$ cat src/rtl/tpa_pkg.sv
// ----------------------------------------------------------------------------
// tpa_pkg
// Shared types and constants for the triac phase-angle firing controller.
// ----------------------------------------------------------------------------
`default_nettype none

package tpa_pkg;

  typedef enum logic [1:0] {
    CmdTick    = 2'd0,
    CmdCross   = 2'd1,
    CmdDuty    = 2'd2,
    CmdThermal = 2'd3
  } cmd_e;

  localparam int CppW   = 16;
  localparam int PulseW = 16;
  localparam int DutyW  = 7;
  localparam int ReqW   = 8;
  localparam int CrossW = 32;
  // cycles_per_percent times (100 - duty)
  localparam int ProdW  = CppW + DutyW;

  localparam logic [DutyW-1:0]  DutyFull   = 7'd100;
  localparam logic [ReqW-1:0]   DutyFloor  = 8'd2;
  localparam logic [CppW-1:0]   CppReset   = 16'd4800;
  localparam logic [PulseW-1:0] PulseReset = 16'd2400;

  // register map: one 32-bit word each, index taken from paddr[2]
  localparam int   AddrW    = 3;
  localparam logic RegCpp   = 1'b0;
  localparam logic RegPulse = 1'b1;

  typedef struct packed {
    logic [CppW-1:0]   cycles_per_percent;
    logic [PulseW-1:0] pulse_cycles;
  } cfg_t;

  typedef struct packed {
    logic [1:0]      cmd;
    logic [ReqW-1:0] duty_request;
  } item_t;

  typedef struct packed {
    logic              gate_out;
    logic [DutyW-1:0]  duty_now;
    logic [CrossW-1:0] crossings_seen;
    logic              overheat_seen;
  } result_t;

  function automatic logic [DutyW-1:0] clamp_duty(input logic [ReqW-1:0] req);
    logic [DutyW-1:0] res;
    if (req > ReqW'(DutyFull)) begin
      res = DutyFull;
    end else if (req <= DutyFloor) begin
      res = '0;
    end else begin
      res = req[DutyW-1:0];
    end
    return res;
  endfunction

endpackage

`default_nettype wire

$ cat src/rtl/tpa_if.sv
// ----------------------------------------------------------------------------
// tpa_in_if / tpa_out_if
// Valid/ready channels for command items and controller results.
// ----------------------------------------------------------------------------
`default_nettype none

interface tpa_in_if;
  logic       valid;
  logic       ready;
  logic [1:0] cmd;
  logic [7:0] duty_request;

  modport source (output valid, output cmd, output duty_request, input ready);
  modport sink (input valid, input cmd, input duty_request, output ready);
endinterface

interface tpa_out_if;
  logic        valid;
  logic        ready;
  logic        gate_out;
  logic [6:0]  duty_now;
  logic [31:0] crossings_seen;
  logic        overheat_seen;

  modport source (output valid, output gate_out, output duty_now,
                  output crossings_seen, output overheat_seen, input ready);
  modport sink (input valid, input gate_out, input duty_now,
                input crossings_seen, input overheat_seen, output ready);
endinterface

`default_nettype wire

$ cat src/rtl/triac_phase_angle_firing.sv
// A taken command is held in the input register, then its result in the result register.
// Throughput: 1 item per cycle unless the result side stalls; the state update follows the
// input register, with the timer compare and the 16x7 delay multiply in that path.
// The input and result registers each hold one item, so either side may stall.
// Reset (rst_ni low, asynchronous): gate, timer, duty, counters and flag clear,
// phase step returns to 4800 and pulse width to 2400.
// ----------------------------------------------------------------------------
// triac_phase_angle_firing
// Phase-angle triac gate controller with APB configuration.
// ----------------------------------------------------------------------------
`default_nettype none

module triac_phase_angle_firing
  import tpa_pkg::*;
#(
  parameter int TIMER_WIDTH = 24
) (
  input  wire logic             clk_i,
  input  wire logic             rst_ni,
  tpa_in_if.sink                in_if,
  tpa_out_if.source             out_if,
  input  wire logic             psel,
  input  wire logic             penable,
  input  wire logic             pwrite,
  input  wire logic [AddrW-1:0] paddr,
  input  wire logic [31:0]      pwdata,
  output logic      [31:0]      prdata,
  output logic                  pready
);

  cfg_t    cfg;
  item_t   item_q;
  logic    in_valid_q;
  result_t res;
  result_t res_q;
  logic    out_valid_q;
  logic    advance;

  tpa_cfg u_cfg (
    .clk_i   (clk_i),
    .rst_ni  (rst_ni),
    .psel    (psel),
    .penable (penable),
    .pwrite  (pwrite),
    .paddr   (paddr),
    .pwdata  (pwdata),
    .prdata  (prdata),
    .pready  (pready),
    .cfg_o   (cfg)
  );

  // item moves into the state update when the result register frees up
  assign advance     = in_valid_q && (!out_valid_q || out_if.ready);
  assign in_if.ready = !in_valid_q || advance;

  always_ff @(posedge clk_i or negedge rst_ni) begin
    if (!rst_ni) begin
      in_valid_q <= 1'b0;
    end else if (in_if.ready) begin
      in_valid_q <= in_if.valid;
    end
  end

  always_ff @(posedge clk_i) begin
    if (in_if.ready && in_if.valid) begin
      item_q.cmd          <= in_if.cmd;
      item_q.duty_request <= in_if.duty_request;
    end
  end

  tpa_core #(
    .TIMER_WIDTH (TIMER_WIDTH)
  ) u_core (
    .clk_i  (clk_i),
    .rst_ni (rst_ni),
    .step_i (advance),
    .item_i (item_q),
    .cfg_i  (cfg),
    .res_o  (res)
  );

  always_ff @(posedge clk_i or negedge rst_ni) begin
    if (!rst_ni) begin
      out_valid_q <= 1'b0;
    end else if (advance) begin
      out_valid_q <= 1'b1;
    end else if (out_if.ready) begin
      out_valid_q <= 1'b0;
    end
  end

  always_ff @(posedge clk_i) begin
    if (advance) begin
      res_q <= res;
    end
  end

  assign out_if.valid          = out_valid_q;
  assign out_if.gate_out       = res_q.gate_out;
  assign out_if.duty_now       = res_q.duty_now;
  assign out_if.crossings_seen = res_q.crossings_seen;
  assign out_if.overheat_seen  = res_q.overheat_seen;

endmodule

`default_nettype wire

$ cat src/rtl/tpa_cfg.sv
// ----------------------------------------------------------------------------
// tpa_cfg
// APB register file holding the phase step and the gate pulse width.
// ----------------------------------------------------------------------------
`default_nettype none

module tpa_cfg
  import tpa_pkg::*;
(
  input  wire logic             clk_i,
  input  wire logic             rst_ni,
  input  wire logic             psel,
  input  wire logic             penable,
  input  wire logic             pwrite,
  input  wire logic [AddrW-1:0] paddr,
  input  wire logic [31:0]      pwdata,
  output logic      [31:0]      prdata,
  output logic                  pready,
  output cfg_t                  cfg_o
);

  logic [CppW-1:0]   cpp_q;
  logic [PulseW-1:0] pulse_q;
  logic              wr_en;

  assign pready = 1'b1;
  assign wr_en  = psel && penable && pwrite;

  always_ff @(posedge clk_i or negedge rst_ni) begin
    if (!rst_ni) begin
      cpp_q   <= CppReset;
      pulse_q <= PulseReset;
    end else if (wr_en) begin
      case (paddr[2])
        RegCpp:   cpp_q   <= pwdata[CppW-1:0];
        RegPulse: pulse_q <= pwdata[PulseW-1:0];
        default:  ;
      endcase
    end
  end

  always_comb begin
    case (paddr[2])
      RegCpp:   prdata = 32'(cpp_q);
      RegPulse: prdata = 32'(pulse_q);
      default:  prdata = '0;
    endcase
  end

  assign cfg_o.cycles_per_percent = cpp_q;
  assign cfg_o.pulse_cycles       = pulse_q;

endmodule

`default_nettype wire

$ cat src/rtl/tpa_core.sv
// ----------------------------------------------------------------------------
// tpa_core
// Controller state: duty, one-shot timer, armed mark, gate and counters.
// ----------------------------------------------------------------------------
`default_nettype none

module tpa_core
  import tpa_pkg::*;
#(
  parameter int TIMER_WIDTH = 24
) (
  input  wire logic  clk_i,
  input  wire logic  rst_ni,
  input  wire logic  step_i,
  input  wire item_t item_i,
  input  wire cfg_t  cfg_i,
  output result_t    res_o
);

  localparam int ExtW = (TIMER_WIDTH > ProdW) ? TIMER_WIDTH : ProdW;

  logic                   gate_q, gate_d;
  logic                   armed_q, armed_d;
  logic                   run_q, run_d;
  logic [TIMER_WIDTH-1:0] count_q, count_d;
  logic [TIMER_WIDTH-1:0] target_q, target_d;
  logic [DutyW-1:0]       duty_q, duty_d;
  logic [CrossW-1:0]      cross_q, cross_d;
  logic                   hot_q, hot_d;

  logic [TIMER_WIDTH-1:0] count_inc;
  logic [ProdW-1:0]       prod;
  logic [ExtW-1:0]        prod_ext;
  logic [TIMER_WIDTH-1:0] delay;
  logic [TIMER_WIDTH-1:0] pulse;

  assign count_inc = count_q + 1'b1;
  assign prod      = ProdW'(cfg_i.cycles_per_percent) * ProdW'(DutyFull - duty_q);
  assign prod_ext  = ExtW'(prod);
  // long delays saturate to the timer's full scale
  assign delay     = (prod_ext > ExtW'({TIMER_WIDTH{1'b1}})) ? {TIMER_WIDTH{1'b1}}
                                                             : prod_ext[TIMER_WIDTH-1:0];
  assign pulse     = TIMER_WIDTH'(cfg_i.pulse_cycles);

  always_comb begin
    gate_d   = gate_q;
    armed_d  = armed_q;
    run_d    = run_q;
    count_d  = count_q;
    target_d = target_q;
    duty_d   = duty_q;
    cross_d  = cross_q;
    hot_d    = hot_q;
    case (cmd_e'(item_i.cmd))
      CmdTick: begin
        if (run_q) begin
          count_d = count_inc;
          if (count_inc >= target_q) begin
            run_d = 1'b0;
            if (armed_q) begin
              // firing point reached: raise gate and time the pulse
              gate_d   = 1'b1;
              armed_d  = 1'b0;
              target_d = pulse;
              count_d  = '0;
              run_d    = 1'b1;
            end else begin
              gate_d = 1'b0;
            end
          end
        end
      end
      CmdCross: begin
        cross_d = cross_q + 1'b1;
        if (duty_q == DutyFull) begin
          gate_d = 1'b1;
        end else begin
          gate_d = 1'b0;
          if (duty_q != '0) begin
            target_d = delay;
            count_d  = '0;
            run_d    = 1'b1;
            armed_d  = 1'b1;
          end
        end
      end
      CmdDuty: begin
        duty_d = clamp_duty(item_i.duty_request);
      end
      CmdThermal: begin
        gate_d = 1'b0;
        duty_d = '0;
        hot_d  = 1'b1;
      end
      default: ;
    endcase
  end

  always_ff @(posedge clk_i or negedge rst_ni) begin
    if (!rst_ni) begin
      gate_q   <= 1'b0;
      armed_q  <= 1'b0;
      run_q    <= 1'b0;
      count_q  <= '0;
      target_q <= '0;
      duty_q   <= '0;
      cross_q  <= '0;
      hot_q    <= 1'b0;
    end else if (step_i) begin
      gate_q   <= gate_d;
      armed_q  <= armed_d;
      run_q    <= run_d;
      count_q  <= count_d;
      target_q <= target_d;
      duty_q   <= duty_d;
      cross_q  <= cross_d;
      hot_q    <= hot_d;
    end
  end

  assign res_o.gate_out       = gate_d;
  assign res_o.duty_now       = duty_d;
  assign res_o.crossings_seen = cross_d;
  assign res_o.overheat_seen  = hot_d;

endmodule

`default_nettype wire

$ cat src/flat_wrapper.sv
// flat-port wrapper written by rule: the top's interface ports become plain ports
module triac_phase_angle_firing_flat import tpa_pkg::*;
#(
  parameter int TIMER_WIDTH = 24
)
  (clk_i, rst_ni, psel, penable, pwrite, paddr, pwdata, prdata, pready, in_if_valid, in_if_cmd, in_if_duty_request, in_if_ready, out_if_valid, out_if_gate_out, out_if_duty_now, out_if_crossings_seen, out_if_overheat_seen, out_if_ready);
  tpa_in_if in_if_i ();
  tpa_out_if out_if_i ();
  input  wire logic clk_i;
  input  wire logic rst_ni;
  input  wire logic psel;
  input  wire logic penable;
  input  wire logic pwrite;
  input  wire logic [AddrW-1:0] paddr;
  input  wire logic [31:0] pwdata;
  output logic      [31:0] prdata;
  output logic pready;
  input wire logic [$bits(in_if_i.valid)-1:0] in_if_valid;
  input wire logic [$bits(in_if_i.cmd)-1:0] in_if_cmd;
  input wire logic [$bits(in_if_i.duty_request)-1:0] in_if_duty_request;
  output wire logic [$bits(in_if_i.ready)-1:0] in_if_ready;
  output wire logic [$bits(out_if_i.valid)-1:0] out_if_valid;
  output wire logic [$bits(out_if_i.gate_out)-1:0] out_if_gate_out;
  output wire logic [$bits(out_if_i.duty_now)-1:0] out_if_duty_now;
  output wire logic [$bits(out_if_i.crossings_seen)-1:0] out_if_crossings_seen;
  output wire logic [$bits(out_if_i.overheat_seen)-1:0] out_if_overheat_seen;
  input wire logic [$bits(out_if_i.ready)-1:0] out_if_ready;
  assign in_if_i.valid = in_if_valid;
  assign in_if_i.cmd = in_if_cmd;
  assign in_if_i.duty_request = in_if_duty_request;
  assign in_if_ready = in_if_i.ready;
  assign out_if_valid = out_if_i.valid;
  assign out_if_gate_out = out_if_i.gate_out;
  assign out_if_duty_now = out_if_i.duty_now;
  assign out_if_crossings_seen = out_if_i.crossings_seen;
  assign out_if_overheat_seen = out_if_i.overheat_seen;
  assign out_if_i.ready = out_if_ready;
  triac_phase_angle_firing #(.TIMER_WIDTH(TIMER_WIDTH)) u_core (.clk_i(clk_i), .rst_ni(rst_ni), .in_if(in_if_i), .out_if(out_if_i), .psel(psel), .penable(penable), .pwrite(pwrite), .paddr(paddr), .pwdata(pwdata), .prdata(prdata), .pready(pready));
endmodule
$ cat config.mk
export PLATFORM = sky130hd
export DESIGN_NAME = triac_phase_angle_firing_flat
export DESIGN_NICKNAME = d
export VERILOG_FILES = /design/src/rtl/tpa_pkg.sv /design/src/rtl/tpa_if.sv /design/src/rtl/triac_phase_angle_firing.sv /design/src/rtl/tpa_cfg.sv /design/src/rtl/tpa_core.sv /design/src/flat_wrapper.sv
export SDC_FILE = /design/constraint.sdc
export NUM_CORES = 1
export LEC_CHECK = 0
export BUFFER_PORTS_ARGS = -buffer_cell sky130_fd_sc_hd__buf_2
export CAP_MARGIN = 5
export CORE_ASPECT_RATIO = 0.9
export CORE_MARGIN = 2
export CORE_UTILIZATION = 55
export CTS_CLUSTER_SIZE = 8
export DETAILED_ROUTE_END_ITERATION = 12
export PLACE_DENSITY = 0.81
export SLEW_MARGIN = 15
export SYNTH_ARGS = -nofsm -noshare
export SYNTH_HDL_FRONTEND = slang
export SYNTH_SLANG_ARGS = --single-unit
$ cat constraint.sdc
create_clock -name clk_i -period 8.3 [get_ports clk_i]
set_clock_uncertainty 0.05 [all_clocks]
set_input_delay 0.415 -clock clk_i [delete_from_list [all_inputs] [get_ports clk_i]]
set_output_delay 0.415 -clock clk_i [all_outputs]
set_load 0.03 [all_outputs]
After elaboration in Yosys (flattened, before gate mapping)
Cells that the tools add are included.

Flip-flop bits (word level): 176. Input bits: 52.

$add $sub $neg: 3. Multiply operators: 1. Magnitude comparators: 4. Eq/ne operators: 9. Multiplexer cells: 34. Bitwise operators: 1. Reduce and logical (&&, ||, !) cells: 18.

Operators by type and width (number): 24-bit 2-to-1 mux (11); 24-bit case mux with 2 select lines (2); 32-bit case mux with 2 select lines (1); 32-bit by 1-bit adder with 32-bit output, second input constant (1); 32-bit 2-to-1 mux (1); 24-bit by 1-bit adder with 24-bit output, second input constant (1); 24-bit >= comparator (1); 23-bit by 24-bit > comparator with 1-bit output, second input constant (1); 17-bit by 8-bit multiplier with 23-bit output (1); 7-bit 2-to-1 mux (2); 7-bit case mux with 2 select lines (1); 1-bit 2-to-1 mux (13); 2-bit != test, second input constant (5); 8-bit by 7-bit > comparator with 1-bit output, second input constant (1); 8-bit by 2-bit <= comparator with 1-bit output, second input constant (1); 7-bit by 7-bit subtractor with 8-bit output, first input constant (1); 7-bit == test, second input constant (1); 7-bit AND reduction (1); 7-bit nonzero test (1); 6-bit AND reduction (1); 5-bit AND reduction (1); 2-bit == test, second input constant (2); 1-bit logical AND (4); 1-bit case mux with 2 select lines (2); other kinds (9) (13).

Longest topological paths before layout
Depth after elaboration: 7. Mapped depth: 26. Gate-level depth less buffers: 23.

By module
From an unflattened synthesis, not the netlist that was laid out.

Cells, all modules: 1281. Area total of the unflattened synthesis: 13120.1 sq um.

Modules (own cells, without submodules): tpa_core (instances 1, cells each 1117, area an instance 9877.0 sq um, sequential area each 2252.2 sq um); triac_phase_angle_firing (instances 1, cells each 59, area an instance 1635.3 sq um, sequential area each 1581.5 sq um); tpa_cfg (instances 1, cells each 105, area an instance 1607.8 sq um, sequential area each 810.8 sq um).

Least setup slack after synthesis
Ideal clock, no wire load.

Kind: reg2reg. Start point: register u_core.u_core.duty_q[0]. End point: register u_core.u_core.target_q[22]. Setup time: 129 ps. Arrival: 5920 ps. Data required time: 8121 ps. Setup slack: 2201 ps. Cell stages (with the launch flop): 26. Path buffers: 3. Cell sequence: dfrtp_1 -> clkbuf_1 -> clkbuf_1 -> inv_1 -> ha_1 -> nand2b_1 -> a21boi_0 -> xnor2_1 -> clkbuf_1 -> nand2_1 -> fa_1 -> fa_1 -> inv_1 -> fa_1 -> inv_1 -> fa_1 -> inv_1 -> ha_1 -> o21a_1 -> o31a_1 -> o21a_1 -> o41ai_2 -> o21ai_1 -> o41ai_2 -> xnor2_1 -> o22ai_1.

Cells in the longest elaborated chain, start to end: 7. Elaborated cells between the ends (all ways): 12. Classes of those cells: add/sub (1); mul (1); order compare (1); eq/ne (3); mux (4); reduce/logical (2).

RTL lines: start: declaration (line tpa_core.sv:27) `logic [DutyW-1:0] duty_q, duty_d;`; start signal: assignment (line tpa_core.sv:115) `duty_q <= duty_d;`; 7-bit by 7-bit subtractor with 8-bit output (line tpa_core.sv:38) `assign prod = ProdW'(cfg_i.cycles_per_percent) * ProdW'(DutyFull - duty_q);`; 17-bit by 8-bit multiplier with 23-bit output (line tpa_core.sv:38); 23-bit by 24-bit > comparator with 1-bit output (line tpa_core.sv:41) `assign delay = (prod_ext > ExtW'({TIMER_WIDTH{1'b1}})) ? {TIMER_WIDTH{1'b1}}`; 24-bit 2-to-1 mux (line tpa_core.sv:41); 24-bit 2-to-1 mux (line tpa_core.sv:79) `if (duty_q != '0) begin`; 24-bit 2-to-1 mux (line tpa_core.sv:75) `if (duty_q == DutyFull) begin`; 24-bit case mux with 2 select lines (line tpa_core.sv:54) `case (cmd_e'(item_i.cmd))`; end signal: assignment (line tpa_core.sv:114) `target_q <= target_d;`; end: declaration (line tpa_core.sv:26) `logic [TIMER_WIDTH-1:0] target_q, target_d;`.

Several ways; a longest one is shown, not always the timed one. The select of a mux whose other input is x is not followed. A chain may end at the register's enable or synchronous reset.

Worst setup path in the final report
Same ends and word-level chain as after synthesis.

==> results.json <==
{
  "status": "finished, final reports clean",
  "report.final.hold_viol_count": 0,
  "grt_antenna_before_repair": 0,
  "cts.sinks": 175,
  "dieWidth_um": 166,
  "cap_viol_max_count": 0,
  "critical_path.slowest_cell": "dfrtp_1",
  "synthesis_stage_register_bit_count": 175,
  "full_die_area_mm2": 0.0249,
  "timing.critical_path.max_delay_family": "adder cells",
  "cts-resized-gates": 0,
  "grt_first_pass_wirelength_mm": 46.6,
  "hpwlAfterDp_mm": 19.7,
  "peakVddDrop_mv": 0.462,
  "globalRoute.totalOverflow": 0,
  "buffer_ports.inserted": 92,
  "post_synth_and_or_nand_nor_area_fraction_pct": 16.6,
  "maximum_number_of_pins_on_one_net_before_global_route_repair": 77,
  "start_util_pct": 55.9,
  "synth_top_area_cell": "dfrtp_1",
  "synth_enable_flop_cells": 51,
  "max_stage_delay_ns": 0.82,
  "synth_top_family_by_area": "adder cells",
  "max-clock-path-buffers": 2,
  "netlist-cell-type-count": 73,
  "cts-root-buf": "clkbuf_16",
  "post_synthesis_async_set_or_reset_flop_share_pct": 70.9,
  "vias_in_the_first_global_route": 9560,
  "synthesis.area_per_instance_um2": 10.0,
  "syn_inst": 1296,
  "worstSetupPathType": "flop to flop",
  "maxClockFrequency_ghz": 0.153,
  "tritoncts_clock_tree": "yes",
  "pwr_density_cell_mw_per_mm2": 431,
  "synth.cell_area_mm2": 0.0130,
  "cp_num_cells": 23,
  "ant_nets": 0,
  "crit_arrival_ns": 6.78,
  "tns_ns": 0,
  "critPathBufInv": 5,
  "gp_congestion": 0.835,
  "layout_worst_path_cycle_share_pct": 78.6,
  "core_area_mm2": 0.0233,
  "drc_markers": 0,
  "cts_made_buffers": 17,
  "total_leakage_power_nw": 6.85,
  "drt_iter0_drc": 583,
  "detail_route.wl_per_cell_um": 16.0,
  "worstRegToRegCells": 23,
  "placed_cell_areas_mm2": 0.0137,
  "finalCriticalPeriod_ns": 6.53,
  "placedCellCount": 1652,
  "pin_count": 128,
  "clkLatencyLatePin_ns": 0.44,
  "filler_cell_count": 1817,
  "unrepaired_setup_endpoints_after_global_routing": "false",
  "crit_required_ns": 8.56,
  "clkTransAtPathRegs_ns": 0.08,
  "fin_cells": 1686,
  "yosys.area_share.xor_xnor_pct": 6.93,
  "r2r_slack_ns": 1.77,
  "synthToLayoutAreaGrowth_pct": 9.70,
  "routed-via-count": 9221,
  "worst-slew-pin-transition_ns": 1.10,
  "critical_path_peak_fanout": 20,
  "timing.hold.worst.class": "input pin to flop",
  "yosys_warnings": 0,
  "synth-adder-area-share_pct": 20.6,
  "routed_via_density": 5.47,
  "synth_mux_area_share_pct": 4.33,
  "worstPathCellList": "inv_1 -> ha_1 -> nand2b_1 -> a21boi_0 -> xnor2_1 -> buf_4 -> nand2_1 -> fa_1 -> fa_1 -> inv_1 -> fa_1 -> inv_1 -> fa_1 -> inv_1 -> ha_1 -> o21a_1 -> o31a_1 -> o21a_1 -> o41ai_2 -> o21ai_1 -> o41ai_2 -> xnor2_1 -> o22ai_1",
  "synth_top_area_share_pct": 22.3,
  "timing.slew.headroom_pct": 26.7,
  "finalNetCount": 1586,
  "overall_routing_resource_usage_pct": 22.9,
  "final_routed_wirelength_across_all_metal_layers_mm": 26.9,
  "layout_setup_ws_ns": 1.77,
  "insertedDiodeCount": 0,
  "timing.hold.worst_path_depth": 1,
  "ys_dominant_reg_cell": "dfrtp_1",
  "setup.worst_path.start_class": "flop",
  "ys_top_cells_by_area": "dfrtp_1 22%, fa_1 13%, edfxtp_1 12%",
  "floorplan.rows": 53,
  "final_design_area_no_fill_mm2": 0.0143,
  "synth_compound_area_share_pct": 8.68,
  "yosysSeqAreaShare_pct": 35.7,
  "setup_viol": 0,
  "htreeDepth": 4,
  "detailedPlace.worstSlack_ns": 1.82,
  "drtPass1Iterations": 5,
  "post_route_cells_drive_above_1_share_pct": 17.0,
  "timing_max_transition_violations_final": 0,
  "die_y_um": 150,
  "setup.worst_path.end_class": "flop"
}
## synth_stat cells, types with 3 or more instances
cell	instances
inv_1	157
nand2_1	133
dfrtp_1	116
and2_1	88
fa_1	85
nor2_1	79
ha_1	78
xnor2_1	56
edfxtp_1	51
mux2_2	50
xor2_1	47
clkbuf_1	29
o21ai_0	28
nand3_1	27
a21oi_1	21
buf_4	20
o21ai_1	17
and3_1	15
nand4_1	14
nand2b_1	13
nor3_1	13
a21o_1	10
a31oi_1	10
a22o_1	9
a31oi_2	8
dfstp_2	8
o22ai_1	8
buf_2	7
o21a_1	7
a211oi_1	6
buf_1	6
o31ai_1	6
nor2b_1	4
nor3_2	4
o31a_1	4
or2_2	4
a21oi_2	3
and4_1	3
nand3_2	3
nand4_2	3
o211ai_1	3
or2_1	3
## worst paths after layout
path,endpoint,startpoint
max in group asynchronous,u_core.u_core.count_q[9]$_DFFE_PN0P_,rst_ni
max reg2reg,u_core.u_core.target_q[22]$_DFFE_PN0P_,u_core.u_core.duty_q[0]$_DFFE_PN0P_
max,u_core.u_core.target_q[22]$_DFFE_PN0P_,u_core.u_core.duty_q[0]$_DFFE_PN0P_
min in group asynchronous,u_core.u_cfg.pulse_q[3]$_DFFE_PN0P_,rst_ni
min reg2reg,u_core.u_core.cross_q[31]$_DFFE_PN0P_,u_core.u_core.cross_q[31]$_DFFE_PN0P_
min,u_core.item_q[8]$_DFFE_PP_,in_if_cmd[0]
## cell type report
type                    instances  area (um2)  area share (%)
clock buffers                  17         425            2.98
repair buffers                105         567            3.97
inverters                     158         593            4.15
well taps                     302         378            2.65
flip-flops and latches        175        4640            32.5
multi-input cells             914        7500            52.5
clock inverters                15         170            1.19
## worst reg2reg max path: stages (launching register included)
cell	delay, ns
dfrtp_1	0.82
inv_1	0.11
ha_1	0.28
nand2b_1	0.19
a21boi_0	0.25
xnor2_1	0.14
buf_4	0.23
nand2_1	0.11
fa_1	0.50
fa_1	0.54
inv_1	0.05
fa_1	0.53
inv_1	0.05
fa_1	0.53
inv_1	0.04
ha_1	0.35
o21a_1	0.19
o31a_1	0.15
o21a_1	0.25
o41ai_2	0.37
o21ai_1	0.17
o41ai_2	0.25
xnor2_1	0.16
o22ai_1	0.10
## per-layer routing
layer	up-vias	global-route usage [%]	wire, um	share of wire, %
li1	4380	-	-	-
met1	4594	30.7	11900	44
met2	215	39.0	13400	50
met3	32	3.81	1160	4.3
met4	0	6.52	488	1.8
met5	-	0	0	0
## power breakdown
| group | total (W) | switching (W) | internal, W |
|---|---|---|---|
| Clock | 0.000807 | 0.000400 | 0.000406 |
| Combinational | 0.00416 | 0.00240 | 0.00176 |
| Sequential | 0.00118 | 0.000148 | 0.00104 |
| Total | 0.00615 | 0.00294 | 0.00321 |
## flip-flops by register name, summed over array words and instances (netlist names), 7 cells and up
name,flops
u_core.item_q,10
u_core.out_if.crossings_seen,32
u_core.out_if.duty_now,7
u_core.u_cfg.cpp_q,16
u_core.u_cfg.pulse_q,16
u_core.u_core.count_q,24
u_core.u_core.cross_q,32
u_core.u_core.duty_q,7
u_core.u_core.target_q,23
## cells in the final DEF, fill, tap and decap left out, types with 10 or more instances in the layout
master	synthesis	layout
dfrtp_1	116	116
o21ai_1	17	17
and3_1	15	15
clkbuf_16	0	17
ha_1	78	78
nand3_1	27	27
inv_1	157	157
a21o_1	10	10
buf_4	20	12
fa_1	85	85
conb_1	2	17
nor2_1	79	79
and2_1	88	88
o21ai_0	28	28
xor2_1	47	47
nor3_1	13	13
nand2b_1	13	13
mux2_2	50	50
buf_2	7	91
xnor2_1	56	56
edfxtp_1	51	51
nand4_1	14	14
a31oi_1	10	10
nand2_1	133	133
a21oi_1	21	21
## per-stage QoR
step / hold slack [ns] / power [W] / utilization (%)
final: 0.0988 / 0.00615 / 61.3
after global routing: 0.0837 / 0.00688 / 61.3
after CTS: 0.0915 / 0.00616 / 61.3
after detailed placement: 0.431 / 0.00528 / 58.7
after global placement: 0.419 / 0.00511 / 58.7
after floorplan: 0.0694 / 0.00448 / -
## cells by family (layout without fill, tap and decap cells)
logic type,Yosys count,in the layout
fa+ha+maj,163,163
mux,50,50
xor+xnor,103,103
other cells,2,17
buf+inv,222,295
compound gates,158,158
flops,175,175
simple gates,423,423
## timing repair
action / 4_1_cts / 5_1_grt
hold endpoints to repair: 15 / 0
hold buffers: 1 / 0
buffers inserted: 0 / 0
(Power assumes the default switching activity.)
